**src/rtl/core/tdpt_pkg.sv**
```systemverilog
// shared types and constants for the trial division primality tester
package tdpt_pkg;

    localparam int unsigned FIRST_CANDIDATE    = 5;
    localparam int unsigned CANDIDATE_STEP     = 6;
    localparam int unsigned CANDIDATE_GAP      = 2;
    localparam int unsigned SMALLEST_COMPOSITE = 4;
    localparam int unsigned SMALLEST_PRIME     = 2;
    localparam int unsigned SECOND_PRIME       = 3;

    typedef struct packed {
        logic done;
        logic zero;
    } t_rem_stat;

    typedef struct packed {
        logic init;
        logic step;
    } t_bound_req;

endpackage

```
**src/rtl/core/tdpt_rem.sv**
```systemverilog
// bit-serial restoring remainder unit, one dividend bit per cycle
module tdpt_rem #(
    parameter int VALUE_BITS = 32
) (
    input  logic                     i_clk,
    input  logic                     i_rst_n,
    input  logic                     i_start,
    input  logic [VALUE_BITS-1:0]    i_dividend,
    input  logic [VALUE_BITS-1:0]    i_divisor,
    output tdpt_pkg::t_rem_stat      o_stat
);

    localparam int CW = (VALUE_BITS > 1) ? $clog2(VALUE_BITS) : 1;

    logic                  r_busy;
    logic                  r_done;
    logic                  r_zero;
    logic [CW-1:0]         r_cnt;
    logic [VALUE_BITS-1:0] r_dvd;
    logic [VALUE_BITS-1:0] r_dvs;
    logic [VALUE_BITS-1:0] r_rem;

    logic [VALUE_BITS:0]   trial;
    logic [VALUE_BITS:0]   diff;
    logic [VALUE_BITS-1:0] n_rem;

    always_comb begin
        trial = {r_rem, r_dvd[VALUE_BITS-1]};
        diff  = trial - {1'b0, r_dvs};
        if (trial >= {1'b0, r_dvs}) begin
            n_rem = diff[VALUE_BITS-1:0];
        end else begin
            n_rem = trial[VALUE_BITS-1:0];
        end
    end

    always_ff @(posedge i_clk) begin
        if (!i_rst_n) begin
            r_busy <= 1'b0;
            r_done <= 1'b0;
        end else begin
            r_done <= 1'b0;
            if (i_start) begin
                r_busy <= 1'b1;
            end else if (r_busy && (r_cnt == CW'(VALUE_BITS - 1))) begin
                r_busy <= 1'b0;
                r_done <= 1'b1;
            end
        end
    end

    always_ff @(posedge i_clk) begin
        if (i_start) begin
            r_dvd <= i_dividend;
            r_dvs <= i_divisor;
            r_rem <= '0;
            r_cnt <= '0;
        end else if (r_busy) begin
            r_dvd  <= {r_dvd[VALUE_BITS-2:0], 1'b0};
            r_rem  <= n_rem;
            r_cnt  <= r_cnt + CW'(1);
            r_zero <= (n_rem == '0);
        end
    end

    assign o_stat.done = r_done;
    assign o_stat.zero = r_zero;

endmodule

```
**config.mk**
```make
export PLATFORM = sky130hd
export DESIGN_NAME = tdpt_rem
export DESIGN_NICKNAME = d
export VERILOG_FILES = /design/src/rtl/core/tdpt_pkg.sv /design/src/rtl/core/tdpt_rem.sv
export SDC_FILE = /design/constraint.sdc
export NUM_CORES = 1
export LEC_CHECK = 0
export BUFFER_PORTS_ARGS = -buffer_cell sky130_fd_sc_hd__buf_2
export CAP_MARGIN = 20
export CORE_ASPECT_RATIO = 0.7
export CORE_MARGIN = 2
export CORE_UTILIZATION = 50
export DETAILED_ROUTE_END_ITERATION = 16
export GPL_ROUTABILITY_DRIVEN = 1
export PLACE_DENSITY = 0.7
export RECOVER_POWER = 25
export SETUP_SLACK_MARGIN = 0.5
export SYNTH_ARGS = -nofsm -noshare
export SYNTH_HDL_FRONTEND = slang
export SYNTH_SLANG_ARGS = --single-unit
```
**constraint.sdc**
```tcl
create_clock -name i_clk -period 4.6 [get_ports i_clk]
set_clock_uncertainty 0.2 [all_clocks]
set_input_delay 0.46 -clock i_clk [delete_from_list [all_inputs] [get_ports i_clk]]
set_output_delay 0.46 -clock i_clk [all_outputs]
set_load 0.02 [all_outputs]
```
Word level (Yosys, flattened, before mapping)
Cells that the tools add are included.

Flip-flop bits (word level): 104. Output and inout bits: 2.

Bitwise logic cells: 2. Muxes and demuxes: 6. Reductions and logical operators: 6. $add $sub $neg: 2. Equality and inequality tests: 1. Order comparisons: 1.

Operator list (count): $mux 32 (3); $ge 33x32->1 (1); $logic_not 32->1 (1); $sub 32x32->32 (1); $add 5x1->5 const B (1); $eq 5x5->1 const B (1); $reduce_bool 2->1 (2); $mux 1 (3); $not 1->1 (2); $reduce_and 2->1 (1); $reduce_or 2->1 (1); $logic_and 1x1->1 (1).

Longest topological paths before layout
Depth in word-level cells: 4. Mapped depth: 14. Mapped depth without buffers: 13.

Worst setup path after synthesis
No wires, ideal clock.

Kind: register to register. Start point: reg r_dvd[31]. End point: reg r_zero, data pin. Data arrival time: 2.947 ns. Stages on the path, launching flop included: 14. Slack: 1.314 ns. Period minus slack after synthesis: 3.286 ns. Required time: 4.261 ns. Cells stage by stage: edfxtp_1 -> inv_1 -> ha_1 -> inv_1 -> fa_1 -> a21o_1 -> a221oi_2 -> o32ai_2 -> nor4_4 -> nor2_1 -> xor2_1 -> o41ai_2 -> o2111ai_1 -> nor2_1.

Cells in the longest elaborated chain, start to end: 3. Elaborated cells on any way between the ends: 4. Classes of those cells: 1 x add/sub; 1 x order compare; 1 x mux; 1 x reduce/logical.

Ends and longest elaborated chain: from (decl) (RTL line tdpt_rem.sv:19) `logic [VALUE_BITS-1:0] r_dvd;`; from (signal assigned) (RTL line tdpt_rem.sv:54) `r_dvd <= i_dividend;`; from (signal assigned) (RTL line tdpt_rem.sv:59) `r_dvd <= {r_dvd[VALUE_BITS-2:0], 1'b0};`; $sub 32x32->32 / $ge 33x32->1 (equally long branches) (RTL line tdpt_rem.sv:29, tdpt_rem.sv:30); $mux 32 * (RTL line tdpt_rem.sv:30) `if (trial >= {1'b0, r_dvs}) begin`; $logic_not 32->1 * (RTL line tdpt_rem.sv:62) `r_zero <= (n_rem == '0);`; to (signal assigned) (RTL line tdpt_rem.sv:62); to (decl) (RTL line tdpt_rem.sv:17) `logic r_zero;`.

Mark *: on every way between the ends. The rest lies on a longest branch, timed or not. A chain may end at the register's enable or synchronous reset.

Worst setup path after layout
Ends and elaborated chain as after synthesis.

==> flow_metrics.py <==
metrics = {
    "worst_setup_path": {
        "arrival_ps": 3790,
        "crit_chain": "inv_1 -> ha_1 -> inv_1 -> fa_1 -> a21o_1 -> a221oi_4 -> o32ai_2 -> nor4_4 -> nor2_1 -> a311oi_1 -> o41ai_1 -> nand4_1 -> nor2_1",
        "cp-end-kind": "flip-flop",
        "critPathMaxFanout": 7,
        "crit_required_ps": 4500,
        "worstSetupStartpointType": "flip-flop",
        "slowest_delay_ps": 460,
        "crit_type": "flip-flop to flip-flop",
        "cp_slowest_cell": "edfxtp_1",
    },
    "finish": {
        "multi_input_area_um2": 3470,
        "nFillCells": 1109,
        "fin_util": 0.577,
        "final_nets": 822,
        "seqCellArea_um2": 2730,
        "num_antenna_cells": 0,
        "fin_area_um2": 7260,
        "layout-drive-gt1-share": 0.199,
        "area_growth_pct": 10.8,
        "finalNonFillerCells": 887,
    },
    "sta": {
        "rsz0062_at_grt": "no",
        "fin_setup_tns_ps": 0,
        "slew_headroom": -0.0346,
        "max_clock_freq_mhz": 257,
        "worst_slew_pin_slew_ps": 1550,
        "hold_viol": 0,
        "setup_viol": 0,
        "period_needed_ps": 3880,
        "finalMaxSlewViolations": 32,
        "period_share": 0.844,
    },
    "power_and_ir_drop": {
        "vdd_drop_max_mv": 0.232,
        "power.density_nw_per_um2": 365,
        "leakagePower_uw": 0.00300,
        "total_power_uw": 2650,
    },
    "yosys": {
        "synth_edf_count": 65,
        "synthCells": 673,
        "async_reset_ff_frac": 0,
        "ys.warnings.count": 0,
        "synthTopCellsByArea": "edfxtp_1 30%, dfxtp_1 12%, ha_1 6.5%, mux2_2 5.7%, nor2_1 3.8%",
        "synth_top_cell_by_area": "edfxtp_1",
        "postSynthAreaPerCell_um2": 9.74,
        "yosys_register_bits": 104,
        "syn-cell-area_um2": 6550,
        "ys_seq_area_frac": 0.417,
        "syn_nets": 775,
        "synth_ff_type": "edfxtp_1",
        "synth.distinct_cells": 80,
        "netlist.area_leader.share": 0.298,
    },
    "clock_tree": {
        "clock_latency_ps": 350,
        "clockRootBuffer": "clkbuf_16",
        "cts_setup_buffers": 0,
        "clock_sinks": 104,
        "cts_tree": "done",
        "clkTransAtPathRegs_ps": 80,
        "cts_max_level": 3,
        "clockBufferDepth": 2,
        "cts_buffers": 9,
    },
    "placed_design": {
        "place_congestion": 0.993,
        "dp_hpwl_mm": 13.2,
        "place_area_um2": 6920,
        "dp.cells": 869,
        "io_buffer_count": 68,
    },
    "drt": {
        "drtIter0Drc": 552,
        "via_per_inst": 6.14,
        "wire_per_inst_um": 19.7,
        "num_vias": 5444,
        "drc_errors": 0,
        "drtPass1Iterations": 5,
        "ant_nets": 0,
        "routed_wl_mm": 17.5,
    },
    "worst_hold_path": {
        "hp-class": "input pin to flip-flop",
    },
    "grt": {
        "grt_max_degree": 63,
        "grt_pass1_vias": 5078,
        "grt_usage": 0.248,
        "grt_overflow_total": 0,
        "antenna_found_initial": 0,
        "grt_pass1_wl_mm": 27.3,
    },
    "die": {
        "die_w_um": 141,
        "io_pins": 69,
        "rows": 34,
        "core_area_um2": 12600,
        "start_util": 0.520,
        "dieArea_um2": 14100,
        "die_y_um": 99.8,
    },
    "outcome": {
        "violations": "capacitance limit, slew limit",
        "outcome": "complete, but fails checks",
    },
    "job": {
        "drv_cap": 1,
    },
}
-- synthesized netlist by cell type (9+ instances only) --
master,instances
nand2_1,47
a21oi_1,36
a211oi_1,18
ha_1,34
o21a_1,13
mux2_2,33
nand3_1,13
a21o_1,12
dfxtp_1,39
xnor2_1,10
nor3_1,18
edfxtp_1,65
mux2i_1,19
nor2_1,66
o21ai_0,37
inv_1,43
nand4_1,12
xor2_1,9
clkbuf_1,20
-- through the flow --
step | hold WS (ps) | setup WS, ps
after detailed placement | 298 | 587
after CTS | 69.9 | 561
after floorplan | 264 | 1310
after global routing | 60.8 | 507
after global placement | 287 | 574
final | 78.3 | 716
-- flip-flops by register name, summed over array words and instances, names as in the netlist --
register / flops
r_zero: 1
r_done: 1
r_rem: 32
r_dvs: 32
r_busy: 1
r_cnt: 5
r_dvd: 32
-- cells in the final DEF (no fill, tap or decap), types with 10 or more instances in the layout --
cell	n
a211oi_1	18
a21o_1	12
a21oi_1	36
buf_2	66
dfxtp_1	39
edfxtp_1	65
ha_1	34
inv_1	43
mux2_2	33
mux2i_1	19
nand2_1	47
nand3_1	13
nand4_1	12
nor2_1	66
nor3_1	18
o21a_1	13
o21ai_0	37
xnor2_1	10
-- where the power goes --
part / internal (uW) / leakage (uW) / total [uW] / switching [uW]
Clock: 383 / 0.000143 / 770 / 387
Sequential: 1080 / 0.000964 / 1130 / 52.4
Combinational: 293 / 0.00189 / 746 / 453
-- routing by layer --
| metal | GRT usage | up-vias | share of wire |
|---|---|---|---|
| met3 | 0.0558 | 29 | 0.095 |
| met4 | 0.0523 | 0 | 0.017 |
| met2 | 0.368 | 291 | 0.42 |
| li1 | - | 2610 | - |
| met1 | 0.373 | 2514 | 0.47 |
| met5 | 0 | - | 0 |
-- layout make-up --
cell class                 instances  area share
multi-input combinational        488       0.477
clock buffer                       9      0.0310
timing repair buffer              74      0.0555
clock inverter                     7     0.00948
inverter                          43      0.0222
sequential                       104       0.376
tap                              162      0.0279
-- critical path, delay by kind of cell (launching register included) --
family	cells	cell delay, ps
adder cells (fa/ha/maj)	2	580
buffers and inverters	2	150
flip-flops	1	460
AO/OA/AOI/OAI	5	1490
AND/OR/NAND/NOR	4	740
-- kinds of logic (layout without fill, tap and decap cells) --
logic type / count (synthesis) / after routing / synth area share
AND/OR/NAND/NOR: 201 / 201 / 0.151
AO/OA/AOI/OAI: 180 / 181 / 0.193
flip-flops: 104 / 104 / 0.417
buffers and inverters: 82 / 133 / 0.0599
multiplexers: 52 / 52 / 0.0857
adder cells (fa/ha/maj): 35 / 35 / 0.0680
XOR/XNOR: 19 / 19 / 0.0254
-- worst paths after layout --
kind	startpoint	end	slack (ps)	cells after the start
worst max register to register	r_dvd[31]	r_zero	720	13
worst max-delay path	r_dvd[31]	r_zero	720	13
worst min-delay path	i_divisor[19]	r_dvs[19]	80	1
worst min register to register	r_cnt[4]	r_cnt[4]	310	2
-- repair_timing --
item / 4_1_cts / 5_1_grt
hold buffers: 0 / 0
gates resized for setup: 0 / 1
setup endpoints to repair: 0 / 2
Note: power is estimated with default switching activity, not from simulation.
